File: config.mk
export PLATFORM = sky130hd
export DESIGN_NAME = ntc_table_interpolate_flat
export DESIGN_NICKNAME = d
export VERILOG_FILES = /design/src/design/ntc_pkg.sv /design/src/design/ntc_if.sv /design/src/design/ntc_front.sv /design/src/design/ntc_queue.sv /design/src/design/ntc_back.sv /design/src/design/ntc_table_interpolate.sv /design/src/flat_wrapper.sv
export SDC_FILE = /design/constraint.sdc
export NUM_CORES = 1
export LEC_CHECK = 0
export ABC_AREA = 1
export BUFFER_PORTS_ARGS = -buffer_cell sky130_fd_sc_hd__buf_2
export CAP_MARGIN = 20
export CORE_MARGIN = 2
export CORE_UTILIZATION = 40
export CTS_BUF_LIST = sky130_fd_sc_hd__clkbuf_8
export DETAILED_ROUTE_END_ITERATION = 7
export PLACE_DENSITY = 0.63
export SYNTH_ARGS = -nofsm -noshare
export SYNTH_HDL_FRONTEND = slang
export SYNTH_SLANG_ARGS = --single-unit
export TNS_END_PERCENT = 1
File: constraint.sdc
create_clock -name i_clk -period 6.3 [get_ports i_clk]
set_input_delay 1.26 -clock i_clk [delete_from_list [all_inputs] [get_ports i_clk]]
set_output_delay 1.26 -clock i_clk [all_outputs]
set_load 0.1 [all_outputs]
File: src/design/ntc_pkg.sv
// shared types, constants and the thermistor code table for the ntc lookup block
package ntc_pkg;

    // field widths of the sample and result channels
    localparam int SampleW = 12;
    localparam int TempW   = 16;

    // default for the top level sample width parameter
    localparam int SampleBitsDefault = 12;

    // table geometry: 200 C down to -40 C in 5 C steps
    localparam int TablePoints = 49;
    localparam int TableTopC   = 200;
    localparam int TempStep    = 5;
    localparam int LoBits      = $clog2(TablePoints);

    // saturation codes
    localparam logic signed [TempW-1:0] TempHot  = 16'sh7FFF;
    localparam logic signed [TempW-1:0] TempCold = 16'sh8000;

    // divider widths: offset times step, and the quotient 0..TempStep
    localparam int QBits    = $clog2(TempStep + 1);
    localparam int ProdBits = SampleW + QBits;

    // fifo between front and back
    localparam int QueueDepth = 2;

    // ascending adc codes, entry i belongs to TableTopC - i * TempStep
    localparam logic [SampleW-1:0] NtcCode [TablePoints] = '{
        12'd61,   12'd67,   12'd73,   12'd80,   12'd88,
        12'd97,   12'd107,  12'd119,  12'd131,  12'd146,
        12'd162,  12'd181,  12'd202,  12'd226,  12'd253,
        12'd284,  12'd319,  12'd360,  12'd406,  12'd460,
        12'd520,  12'd590,  12'd669,  12'd759,  12'd861,
        12'd976,  12'd1105, 12'd1249, 12'd1407, 12'd1580,
        12'd1765, 12'd1962, 12'd2166, 12'd2374, 12'd2582,
        12'd2785, 12'd2979, 12'd3160, 12'd3324, 12'd3469,
        12'd3596, 12'd3703, 12'd3792, 12'd3865, 12'd3922,
        12'd3968, 12'd4002, 12'd4029, 12'd4048
    };

    // sample class decided in the front
    typedef enum logic [1:0] {
        KIND_HOT,
        KIND_COLD,
        KIND_SPAN
    } t_kind;

    // classified item carried through the fifo
    typedef struct packed {
        t_kind              kind;
        logic [LoBits-1:0]  lo;
        logic [SampleW-1:0] sample;
    } t_front_item;

    // fifo status seen by both sides
    typedef struct packed {
        logic full;
        logic empty;
    } t_q_status;

    // temperature of table entry idx
    function automatic logic signed [TempW-1:0] ntc_temp(input logic [LoBits-1:0] idx);
        return TempW'(TableTopC - TempStep * int'(idx));
    endfunction

endpackage

File: src/design/ntc_if.sv
// valid/ready stream interfaces for the sample and temperature channels
interface ntc_sample_if;
    import ntc_pkg::*;

    logic               valid;
    logic               ready;
    logic [SampleW-1:0] raw_sample;

    modport source (output valid, output raw_sample, input ready);
    modport sink   (input valid, input raw_sample, output ready);
endinterface

interface ntc_temp_if;
    import ntc_pkg::*;

    logic                    valid;
    logic                    ready;
    logic signed [TempW-1:0] temperature_c;

    modport source (output valid, output temperature_c, input ready);
    modport sink   (input valid, input temperature_c, output ready);
endinterface

File: src/design/ntc_front.sv
// front stage: masks the sample, compares it against the table and classifies it
module ntc_front
    import ntc_pkg::*;
#(
    parameter int SAMPLE_BITS = SampleBitsDefault
) (
    input  logic          i_clk,
    input  logic          i_rst_n,
    ntc_sample_if.sink    i_sample,
    input  t_q_status     i_q_status,
    output logic          o_push,
    output t_front_item   o_item
);

    localparam logic [SampleW-1:0] SampleMask = (SAMPLE_BITS >= SampleW) ?
        {SampleW{1'b1}} : SampleW'((1 << SAMPLE_BITS) - 1);

    logic               r_valid;
    logic               n_valid;
    t_front_item        r_item;
    t_front_item        n_item;
    logic               accept;
    logic [SampleW-1:0] sample;
    logic [TablePoints-1:0] lt;

    // accept while the stage is empty or drains into the fifo this cycle
    assign o_push         = r_valid && !i_q_status.full;
    assign i_sample.ready = !r_valid || !i_q_status.full;
    assign accept         = i_sample.valid && i_sample.ready;
    assign o_item         = r_item;

    // table compares: lt is a thermometer since codes ascend
    always_comb begin
        sample = i_sample.raw_sample & SampleMask;
        for (int i = 0; i < TablePoints; i++) begin
            lt[i] = NtcCode[i] < sample;
        end
    end

    // classify and locate the lower entry of the bracketing pair
    always_comb begin
        n_item.sample = sample;
        n_item.lo     = '0;
        for (int i = 0; i < TablePoints - 1; i++) begin
            if (lt[i] && !lt[i+1]) begin
                n_item.lo = n_item.lo | LoBits'(i);
            end
        end
        priority if (!lt[0]) begin
            n_item.kind = KIND_HOT;
        end else if (lt[TablePoints-1]) begin
            n_item.kind = KIND_COLD;
        end else begin
            n_item.kind = KIND_SPAN;
        end
    end

    // stage valid
    always_comb begin
        n_valid = accept || (r_valid && !o_push);
    end

    always_ff @(posedge i_clk) begin
        if (!i_rst_n) begin
            r_valid <= 1'b0;
        end else begin
            r_valid <= n_valid;
        end
    end

    // payload register
    always_ff @(posedge i_clk) begin
        if (accept) begin
            r_item <= n_item;
        end
    end

endmodule

File: src/design/ntc_queue.sv
// small register fifo between the front and back stages
module ntc_queue
    import ntc_pkg::*;
(
    input  logic        i_clk,
    input  logic        i_rst_n,
    input  logic        i_push,
    input  t_front_item i_item,
    input  logic        i_pop,
    output t_front_item o_item,
    output t_q_status   o_status
);

    localparam int PtrBits   = (QueueDepth > 1) ? $clog2(QueueDepth) : 1;
    localparam int CountBits = $clog2(QueueDepth + 1);

    t_front_item          r_mem [QueueDepth];
    logic [PtrBits-1:0]   r_wr;
    logic [PtrBits-1:0]   n_wr;
    logic [PtrBits-1:0]   r_rd;
    logic [PtrBits-1:0]   n_rd;
    logic [CountBits-1:0] r_count;
    logic [CountBits-1:0] n_count;

    assign o_status.full  = r_count == CountBits'(QueueDepth);
    assign o_status.empty = r_count == '0;
    assign o_item         = r_mem[r_rd];

    // pointer and count update with explicit wrap
    always_comb begin
        n_wr    = r_wr;
        n_rd    = r_rd;
        n_count = r_count;
        if (i_push) begin
            n_wr = (r_wr == PtrBits'(QueueDepth - 1)) ? '0 : r_wr + PtrBits'(1);
        end
        if (i_pop) begin
            n_rd = (r_rd == PtrBits'(QueueDepth - 1)) ? '0 : r_rd + PtrBits'(1);
        end
        unique case ({i_push, i_pop})
            2'b10:   n_count = r_count + CountBits'(1);
            2'b01:   n_count = r_count - CountBits'(1);
            default: n_count = r_count;
        endcase
    end

    always_ff @(posedge i_clk) begin
        if (!i_rst_n) begin
            r_wr    <= '0;
            r_rd    <= '0;
            r_count <= '0;
        end else begin
            r_wr    <= n_wr;
            r_rd    <= n_rd;
            r_count <= n_count;
        end
    end

    // entry storage
    always_ff @(posedge i_clk) begin
        if (i_push) begin
            r_mem[r_wr] <= i_item;
        end
    end

    // the front never pushes into a full fifo, the back never pops an empty one
    a_no_overflow: assert property (@(posedge i_clk) disable iff (!i_rst_n)
        i_push |-> (!o_status.full || i_pop))
        else $error("fifo push while full");
    a_no_underflow: assert property (@(posedge i_clk) disable iff (!i_rst_n)
        i_pop |-> !o_status.empty)
        else $error("fifo pop while empty");

endmodule

File: src/design/ntc_back.sv
// back stages: table lookup, interpolation by a short divider and the output register
module ntc_back
    import ntc_pkg::*;
(
    input  logic        i_clk,
    input  logic        i_rst_n,
    input  t_q_status   i_q_status,
    input  t_front_item i_item,
    output logic        o_pop,
    ntc_temp_if.source  o_temp
);

    typedef struct packed {
        t_kind                   kind;
        logic [SampleW-1:0]      offset;
        logic [SampleW-1:0]      span;
        logic signed [TempW-1:0] base;
    } t_s1;

    logic                    r_s1_valid;
    t_s1                     r_s1;
    t_s1                     n_s1;
    logic                    r_out_valid;
    logic signed [TempW-1:0] r_out_temp;
    logic signed [TempW-1:0] n_out_temp;
    logic                    adv_out;
    logic                    adv_s1;
    logic [ProdBits-1:0]     num;
    logic [QBits-1:0]        quot;
    logic [LoBits-1:0]       hi_idx;

    // pipeline advance, output register parts the stages from the receiver
    assign adv_out = !r_out_valid || o_temp.ready;
    assign adv_s1  = !r_s1_valid || adv_out;
    assign o_pop   = !i_q_status.empty && adv_s1;

    assign o_temp.valid         = r_out_valid;
    assign o_temp.temperature_c = r_out_temp;

    // lookup of the bracketing pair
    always_comb begin
        hi_idx      = i_item.lo + LoBits'(1);
        n_s1.kind   = i_item.kind;
        n_s1.offset = i_item.sample - NtcCode[i_item.lo];
        n_s1.span   = NtcCode[hi_idx] - NtcCode[i_item.lo];
        n_s1.base   = ntc_temp(i_item.lo);
    end

    // quotient of offset * step over span, known to lie in 0..TempStep
    always_comb begin
        num  = ProdBits'(r_s1.offset) * ProdBits'(TempStep);
        quot = '0;
        for (int k = 1; k <= TempStep; k++) begin
            if (ProdBits'(r_s1.span) * ProdBits'(k) <= num) begin
                quot = quot + QBits'(1);
            end
        end
    end

    // result select
    always_comb begin
        unique case (r_s1.kind)
            KIND_HOT:  n_out_temp = TempHot;
            KIND_COLD: n_out_temp = TempCold;
            KIND_SPAN: n_out_temp = r_s1.base - $signed({{(TempW-QBits){1'b0}}, quot});
            default:   n_out_temp = TempCold;
        endcase
    end

    always_ff @(posedge i_clk) begin
        if (!i_rst_n) begin
            r_s1_valid  <= 1'b0;
            r_out_valid <= 1'b0;
        end else begin
            if (adv_s1) begin
                r_s1_valid <= o_pop;
            end
            if (adv_out) begin
                r_out_valid <= r_s1_valid;
            end
        end
    end

    // payload registers
    always_ff @(posedge i_clk) begin
        if (adv_s1 && o_pop) begin
            r_s1 <= n_s1;
        end
        if (adv_out && r_s1_valid) begin
            r_out_temp <= n_out_temp;
        end
    end

    // an interpolated sample lies strictly above the lower code and at most at the upper
    a_offset_in_span: assert property (@(posedge i_clk) disable iff (!i_rst_n)
        (r_s1_valid && r_s1.kind == KIND_SPAN) |->
            (r_s1.offset != '0 && r_s1.offset <= r_s1.span))
        else $error("interpolation offset outside its span");
    a_result_in_table: assert property (@(posedge i_clk) disable iff (!i_rst_n)
        (r_s1_valid && r_s1.kind == KIND_SPAN && adv_out) |=>
            (r_out_temp <= 16'sd200 && r_out_temp >= -16'sd40))
        else $error("interpolated temperature outside the table range");

endmodule

File: src/design/ntc_table_interpolate.sv
// top level of the thermistor table lookup with linear interpolation
//
// i_sample carries one 12-bit thermistor divider code per transfer; only the
// low SAMPLE_BITS bits take part. o_temp returns one signed 16-bit
// temperature in whole degrees Celsius for every sample, in order:
// 32767 above the table top, -32768 below the table bottom, otherwise the
// value interpolated between the two bracketing entries, truncated.
// From the input transfer to o_temp.valid a sample passes the compare
// register of the front, which loads at the transfer edge, then the fifo
// entry, the lookup register and the output register, in that order.
// Throughput is one sample per cycle while o_temp.ready is high, set by the
// front compare register and the back lookup and output registers.
// When the receiver holds o_temp.ready low the result stays in the output
// register; the back stalls, the two-entry fifo fills, and only then does
// i_sample.ready drop. Reset empties the front, the fifo and the back; no
// table is loaded, it is fixed logic.
module ntc_table_interpolate
    import ntc_pkg::*;
#(
    parameter int SAMPLE_BITS = SampleBitsDefault
) (
    input  logic       i_clk,
    input  logic       i_rst_n,
    ntc_sample_if.sink i_sample,
    ntc_temp_if.source o_temp
);

    t_q_status   q_status;
    t_front_item push_item;
    t_front_item pop_item;
    logic        push;
    logic        pop;

    // classification
    ntc_front #(
        .SAMPLE_BITS (SAMPLE_BITS)
    ) u_front (
        .i_clk      (i_clk),
        .i_rst_n    (i_rst_n),
        .i_sample   (i_sample),
        .i_q_status (q_status),
        .o_push     (push),
        .o_item     (push_item)
    );

    // decoupling fifo
    ntc_queue u_queue (
        .i_clk    (i_clk),
        .i_rst_n  (i_rst_n),
        .i_push   (push),
        .i_item   (push_item),
        .i_pop    (pop),
        .o_item   (pop_item),
        .o_status (q_status)
    );

    // lookup, interpolation and output
    ntc_back u_back (
        .i_clk      (i_clk),
        .i_rst_n    (i_rst_n),
        .i_q_status (q_status),
        .i_item     (pop_item),
        .o_pop      (pop),
        .o_temp     (o_temp)
    );

endmodule

File: src/flat_wrapper.sv
// flat-port wrapper written by rule: the top's interface ports become plain ports
module ntc_table_interpolate_flat import ntc_pkg::*;
#(
    parameter int SAMPLE_BITS = SampleBitsDefault
)
  (i_clk, i_rst_n, i_sample_valid, i_sample_raw_sample, i_sample_ready, o_temp_valid, o_temp_temperature_c, o_temp_ready);
  ntc_sample_if i_sample_i ();
  ntc_temp_if o_temp_i ();
  input  logic i_clk;
  input  logic i_rst_n;
  input wire logic [$bits(i_sample_i.valid)-1:0] i_sample_valid;
  input wire logic [$bits(i_sample_i.raw_sample)-1:0] i_sample_raw_sample;
  output wire logic [$bits(i_sample_i.ready)-1:0] i_sample_ready;
  output wire logic [$bits(o_temp_i.valid)-1:0] o_temp_valid;
  output wire logic [$bits(o_temp_i.temperature_c)-1:0] o_temp_temperature_c;
  input wire logic [$bits(o_temp_i.ready)-1:0] o_temp_ready;
  assign i_sample_i.valid = i_sample_valid;
  assign i_sample_i.raw_sample = i_sample_raw_sample;
  assign i_sample_ready = i_sample_i.ready;
  assign o_temp_valid = o_temp_i.valid;
  assign o_temp_temperature_c = o_temp_i.temperature_c;
  assign o_temp_i.ready = o_temp_ready;
  ntc_table_interpolate #(.SAMPLE_BITS(SAMPLE_BITS)) u_core (.i_clk(i_clk), .i_rst_n(i_rst_n), .i_sample(i_sample_i), .o_temp(o_temp_i));
endmodule
# Word-level counts from Yosys, hierarchy flattened
# Memories as Yosys holds them, arrays and structs flattened. A register that Yosys moved wholly into a read port is not among the register bits.
# Index checks and enable logic that the tools add are counted.
# totals
word_cells,289
ram_bits,40
ff_bits,85
input_bits,16
mem_bits_ro,1536
output_inout_bits,18
mem_count,3
# mem_list
name,words,width,rd,rd_ports_with_merged_regs,write_ports,line,source
(no name shown),64,12,1,0,0,ntc_back.sv:45,n_s1.span = NtcCode[hi_idx] - NtcCode[i_item.lo];
(no name shown),64,12,1,0,0,ntc_back.sv:45,
u_core.u_queue.r_mem,2,20,1,1,1,ntc_queue.sv:17,t_front_item r_mem [QueueDepth];
# op_classes
bitwise,2
mul,4
n_lt_le_gt_ge,56
n_mux,69
n_addsub,13
n_reduce_logical,117
eq_ne,6
# ops
op,n
< comparator 12 bit (first input constant),17
2-to-1 mux 6 bit,15
< comparator 7 x 12 -> 1 bit (first input constant),7
< comparator 8 x 12 -> 1 bit (first input constant),7
2-to-1 mux 5 bit,16
< comparator 10 x 12 -> 1 bit (first input constant),6
< comparator 11 x 12 -> 1 bit (first input constant),6
< comparator 9 x 12 -> 1 bit (first input constant),5
logical AND 1 bit,53
logical NOT 1 bit,53
2-to-1 mux 12 bit,4
2-to-1 mux 4 bit,8
one-hot mux 16 bit (2 select lines),1
<= comparator 14 x 15 -> 1 bit,2
multiplier 12 x 3 -> 15 bit (second input constant),2
2-to-1 mux 3 bit,8
subtractor 12 bit,2
OR reduction 16 bit,1
subtractor 16 x 4 -> 16 bit,1
<= comparator 12 x 15 -> 1 bit,1
<= comparator 13 x 15 -> 1 bit,1
<= comparator 15 bit,1
greater-or-equal comparator 7 bit (second input constant),2
multiplier 12 x 2 -> 14 bit (second input constant),1
other kinds (21),47

# Logic depth before layout (Yosys ltp)
# depth
ltp_word,49
ltp_mapped,46
depth_no_buf,46

# By module
# Synthesis repeated with hierarchy kept, for this count alone.
# hier_totals
hier_cells,1733
hier_area_um2,12535.8
# modules_own_cells
mod,cells_per_inst,area_per_inst_um2,seq_area_each_um2,n_inst
ntc_back,1172,8241.7,1601.5,1
ntc_front,464,2543.7,620.6,1
ntc_queue,97,1750.4,1301.2,1

# Least setup slack after synthesis
# No wires, ideal clock.
# synth_timing
path_type,flip-flop to flip-flop
startpoint,reg u_core.u_back.r_s1[31] (netlist bit)
endpoint,"reg u_core.u_back.r_out_temp[9], in the netlist u_core.u_back.o_temp.temperature_c[9] (data pin)"
n_path_buf,0
setup_slack_ps,397
required_time_ps,6046
stages_incl_launch_ff,41
arrival_ps,5648
setup_time_ps,254
synth_period_minus_slack_ps,5903
cell_sequence,edfxtp_1 ha_1 ha_1 nand2_1 nand2_1 o21bai_1 xor2_1 ha_1 nand2_1 inv_1 nand3_1 o221ai_1 a21oi_1 nand2_1 inv_1 nor2_1 o22ai_1 o21ai_0 (+5 left out) ha_1 nand2_1 nand2_1 ha_1 o21ai_1 ha_1 nand2_1 nor2_1 a211oi_1 nand2_1 or3_1 nor2_1 inv_1 nor2_1 inv_1 nor2_1 inv_1 o21a_1
# synth_via
elab_chain_cells,13
elab_cells_between_ends,17
classes_between,5 x add/sub; 1 x mul; 5 x order compare; 6 x mux
# synth_lines
element,line,source
from (decl),ntc_back.sv:21,t_s1 r_s1;
from (signal assigned),ntc_back.sv:87,r_s1 <= n_s1;
multiplier 12 x 3 -> 15 bit *,ntc_back.sv:51,num = ProdBits'(r_s1.offset) * ProdBits'(TempStep);
<= comparator 12 x 15 -> 1 bit,ntc_back.sv:54,if (ProdBits'(r_s1.span) * ProdBits'(k) <= num) begin
2-to-1 mux 1 bit,ntc_back.sv:54,
adder 3 x 1 -> 3 bit,ntc_back.sv:55,quot = quot + QBits'(1);
2-to-1 mux 3 bit,ntc_back.sv:54,
adder 3 x 1 -> 3 bit,ntc_back.sv:55,
2-to-1 mux 3 bit,ntc_back.sv:54,
adder 3 x 1 -> 3 bit,ntc_back.sv:55,
2-to-1 mux 3 bit,ntc_back.sv:54,
adder 3 x 1 -> 3 bit,ntc_back.sv:55,
2-to-1 mux 3 bit *,ntc_back.sv:54,
subtractor 16 x 4 -> 16 bit *,ntc_back.sv:65,"KIND_SPAN: n_out_temp = r_s1.base - $signed({{(TempW-QBits){1'b0}}, quot});"
one-hot mux 16 bit (2 select lines) *,ntc_back.sv:62,unique case (r_s1.kind)
net u_core.u_back.n_out_temp[9],ntc_back.sv:25,logic signed [TempW-1:0] n_out_temp;
to (signal assigned),ntc_back.sv:90,r_out_temp <= n_out_temp;
to (decl),ntc_back.sv:24,logic signed [TempW-1:0] r_out_temp;
# Mark *: on every way through the listed nets, which the timed path passes. The rest lies on a longest branch.
# A chain may end at the register's enable or synchronous reset.

# Worst setup path after layout
# Ends and elaborated chain as after synthesis.

==> summary by stage <==
Route
Across all layers, the routed design uses between 10000 and 15000 vias. For this block, the routed nets add up to 33600 um of wire. The routed length per placed instance is roughly 16 um. After detailed routing, the number of vias per cell comes to about 5.4.

The remaining number of nets flagged by the antenna check after routing is 0. In this run, the number of DRC markers left after iteration 0 of detailed routing was 769. In the routed design, unresolved DRC markers number 0. The pre-antenna-repair detailed-routing pass consisted of 6 iterations.

Floorplan
The floorplan step set the die width to 177 um. The placeable core area is 0.0296 mm2. The starting density of the core is 0.405. The floorplan die height is 177 um. 34 I/O pins were placed. The total die area is 0.0313 mm2. Row generation in the floorplan step produced 63 rows.

Yosys
The post-synthesis register bit count is 120. The share of the yosys chip area belonging to registers is 0.295. Ranked by instance count, the synthesized netlist is headed by sky130_fd_sc_hd__nand2_1, sky130_fd_sc_hd__inv_1, sky130_fd_sc_hd__nor2_1, sky130_fd_sc_hd__ha_1, sky130_fd_sc_hd__a21oi_1. Yosys mapped a number of flops with a built-in enable equal to 112. The synthesized instance count is 1614.

In the post-synthesis netlist, the cell with the most instances is sky130_fd_sc_hd__nand2_1. The synthesized design spends more area on one cell type than any other, namely sky130_fd_sc_hd__edfxtp_1. The most used flip-flop cell after synthesis is sky130_fd_sc_hd__edfxtp_1. The count of warnings emitted by yosys is 0. The total nets after synthesis is 1788. The share of synthesized area in the top cell type comes to 0.281. A synthesized cell averages 7.41 um2. Synthesis instantiated about 70 different standard cells from the library.

After synthesis, the share of flip-flops with an asynchronous set or reset is 0. By area the synthesized netlist is led by sky130_fd_sc_hd__edfxtp_1, sky130_fd_sc_hd__ha_1, sky130_fd_sc_hd__nand2_1, sky130_fd_sc_hd__inv_1, sky130_fd_sc_hd__nor2_1. Summing every instance area after synthesis gives 0.0120 mm2.

GRT
The combined global-route utilization of all metal layers is 0.214. The via count of the first global-routing pass is approximately 11000. The number of antenna violations at the first check in global routing came to 0. The maximum number of pins on one net before global-route repair is 41. For this run the aggregate overflow at the end of global routing stands at 0. The first-pass GRT wire length is 53000 um.

Timing
Static timing analysis puts the maximum clock frequency at 0.164 GHz. Final hold analysis gives a worst-case slack of ~440 ps. The final-layout setup total negative slack is 0 ps.

Setup violations remaining at the end of the flow were counted as 0. The final setup skew is ~20 ps. The max-slew violation count was 0. Setup repair after global routing could not meet its margin everywhere. For the pin with the worst max-slew slack, the measured transition is 874 ps. The post-layout minimum cycle time is 6090 ps. The part of the cycle the worst path needs is 0.966. The total count of hold-check failures in the final report is 0. Headroom to the max-slew limit came out at 0.408.

Setup path
Among all stages on the critical path, the largest delay is contributed by sky130_fd_sc_hd__edfxtp_1. The startpoint-to-endpoint class of the critical path is reg -> reg. The delay contributed by the slowest stage of the critical path is 460 ps. The critical path endpoint category is a flop. Of all nets on the critical path, the largest fanout is 4. The number of cells on the worst reg-to-reg path is 43. The dominant delay contributor by cell family on the critical path is simple AND/OR/NAND/NOR gates. The logic depth of the worst path, buffers included is between 40 and 50. The endpoint required time on the critical path is 6610 ps. The number of buffer and inverter stages on the critical path is 10. The kind of start point of the critical path is a flop. At the worst endpoint, the arrival time is ~6400 ps.

CTS
The clock tree root driver cell is sky130_fd_sc_hd__clkbuf_8. The total of hold buffers inserted after clock tree synthesis is 0. TritonCTS built the clock tree. The maximum root-to-sink buffer count is 2.

The H-tree generated during clock tree synthesis spans 4 levels. The clock insertion delay at the later pin of the skew report is 430 ps. The number of sinks on the clock net is 120. Clock-pin slew was measured on the worst setup and hold paths at 80 ps. The number of buffers created by CTS is 17.

Finish
Relative to the synthesized area, the layout overhead comes to 12.6%. The area of the multi-input gates is ~0.0077 mm2. The fraction of layout instances using a drive strength above 1 is 0.120. Measured on the finished design, the core utilization comes to 0.456. The number of filler instances in the final layout is about 2900. In the final layout, flip-flops and latches occupy 0.00352 mm2. At the end of the flow, the number of nets in the layout was 1851. The number of diodes added for antenna fixing is 0.

Hold path
Along the worst hold path, the cell count comes to 0. The worst hold-check path type is reg -> reg.

Run
The max-capacitance violation count is 0.

Placed design
Detailed placement finished with a half-perimeter wire length of 26500 um. The weighted congestion reported at the end of routability-driven placement is between 0.9 and 1. The count of buffers inserted at the top-level ports is 33.

Run status
The run finished with clean final reports.
==> stage by stage <==
| stage | instance area [um2] | cells | worst slack, ps |
|---|---|---|---|
| final | 13500 | 2080 | 214 |
| after detailed placement | 12700 | 2038 | 55.8 |
| after global placement | 12700 | 2038 | 122 |
| after CTS | 13100 | 2070 | 31.6 |
| after floorplan | 12000 | 1614 | 397 |
| after global routing | 13500 | 2080 | -155 |
==> path summary, 6_finish.rpt <==
kind                                                                        end  slack [ps]                          startpoint
worst max-delay path            u_core.u_back.o_temp.temperature_c[9]$_DFFE_PP_         210    u_core.u_back.r_s1[31]$_DFFE_PP_
worst min-delay path                       u_core.u_queue.r_mem[1][9]$_DFFE_PP_         440  u_core.u_front.o_item[9]$_DFFE_PP_
worst max register to register  u_core.u_back.o_temp.temperature_c[9]$_DFFE_PP_         210    u_core.u_back.r_s1[31]$_DFFE_PP_
worst min register to register             u_core.u_queue.r_mem[1][9]$_DFFE_PP_         440  u_core.u_front.o_item[9]$_DFFE_PP_
==> state kept, by name, summed over array words and instances (netlist names), named ones only <==
| signal | flops |
|---|---|
| u_core.u_back.o_temp.temperature_c | 16 |
| u_core.u_back.o_temp.valid | 1 |
| u_core.u_back.r_s1 | 36 |
| u_core.u_back.r_s1_valid | 1 |
| u_core.u_front.o_item | 20 |
| u_core.u_front.r_valid | 1 |
| u_core.u_queue.r_count | 2 |
| u_core.u_queue.r_mem | 40 |
| u_core.u_queue.r_rd | 1 |
| u_core.u_queue.r_wr | 1 |
==> worst reg2reg max path: cells and delay by family, from the launching register on <==
kind,cells,cell delay (ps)
buf+inv,10,540
flops,1,460
simple gates,20,2190
fa+ha+maj,8,2010
xor+xnor,1,100
compound gates,4,690
==> cell families (layout without fill, tap and decap cells) <==
family | after synthesis | after routing | share of synthesized area
AO/OA/AOI/OAI | 310 | 310 | 0.156
adder cells (fa/ha/maj) | 158 | 158 | 0.170
buffers and inverters | 284 | 360 | 0.0910
flip-flops | 120 | 120 | 0.295
multiplexers | 1 | 1 | 0.000837
AND/OR/NAND/NOR | 691 | 691 | 0.249
XOR/XNOR | 50 | 50 | 0.0388
==> placed cells by master, fill, tap and decap left out, types with 6 or more instances in the layout <==
master	synthesis	routed
sky130_fd_sc_hd__o22ai_1	7	6
sky130_fd_sc_hd__o21ai_0	68	64
sky130_fd_sc_hd__buf_2	7	33
sky130_fd_sc_hd__nor4_1	12	11
sky130_fd_sc_hd__clkbuf_8	0	17
sky130_fd_sc_hd__ha_4	0	10
sky130_fd_sc_hd__a21oi_1	121	115
sky130_fd_sc_hd__a31oi_1	23	23
sky130_fd_sc_hd__a21oi_2	3	7
sky130_fd_sc_hd__o21ai_1	7	9
sky130_fd_sc_hd__inv_2	13	21
sky130_fd_sc_hd__nor2_2	3	7
sky130_fd_sc_hd__nand2_2	11	19
sky130_fd_sc_hd__o21a_1	7	7
sky130_fd_sc_hd__o21bai_1	11	10
sky130_fd_sc_hd__a211oi_1	7	6
sky130_fd_sc_hd__edfxtp_1	112	112
sky130_fd_sc_hd__xnor2_1	16	15
sky130_fd_sc_hd__buf_4	3	31
sky130_fd_sc_hd__nand3b_1	6	6
sky130_fd_sc_hd__nand3_1	80	76
sky130_fd_sc_hd__inv_1	247	239
sky130_fd_sc_hd__dfxtp_1	8	8
sky130_fd_sc_hd__nor3_1	28	28
sky130_fd_sc_hd__nand2_1	321	313
sky130_fd_sc_hd__o211ai_1	8	8
sky130_fd_sc_hd__fa_1	7	6
sky130_fd_sc_hd__o31ai_1	9	9
sky130_fd_sc_hd__ha_1	151	140
sky130_fd_sc_hd__nand4_1	25	25
sky130_fd_sc_hd__xor2_1	32	30
sky130_fd_sc_hd__nor2_1	182	178
==> final cells by class <==
class | count | area share
sequential | 120 | 0.262
timing repair buffer | 66 | 0.0312
clock inverter | 15 | 0.0112
tap | 390 | 0.0362
inverter | 262 | 0.0734
multi-input combinational | 1210 | 0.569
clock buffer | 17 | 0.0174
==> timing repair <==
| item | 4_1_cts | 5_1_grt |
|---|---|---|
| endpoints found under the setup margin | 0 | 10 |
| buffers inserted | 0 | 10 |
| gates resized for setup | 0 | 70 |
==> per-layer routing <==
layer,wire length (um),vias up,share of wire,global-route usage
met5,0,-,0,0
met4,1590,0,0.047,0.113
met3,1600,106,0.048,0.0284
met2,16000,386,0.48,0.361
met1,14500,5096,0.43,0.266
li1,-,5624,-,-
Power is not shown: default switching activity piles up to over one toggle a cycle in this logic, so the estimate is an artifact.
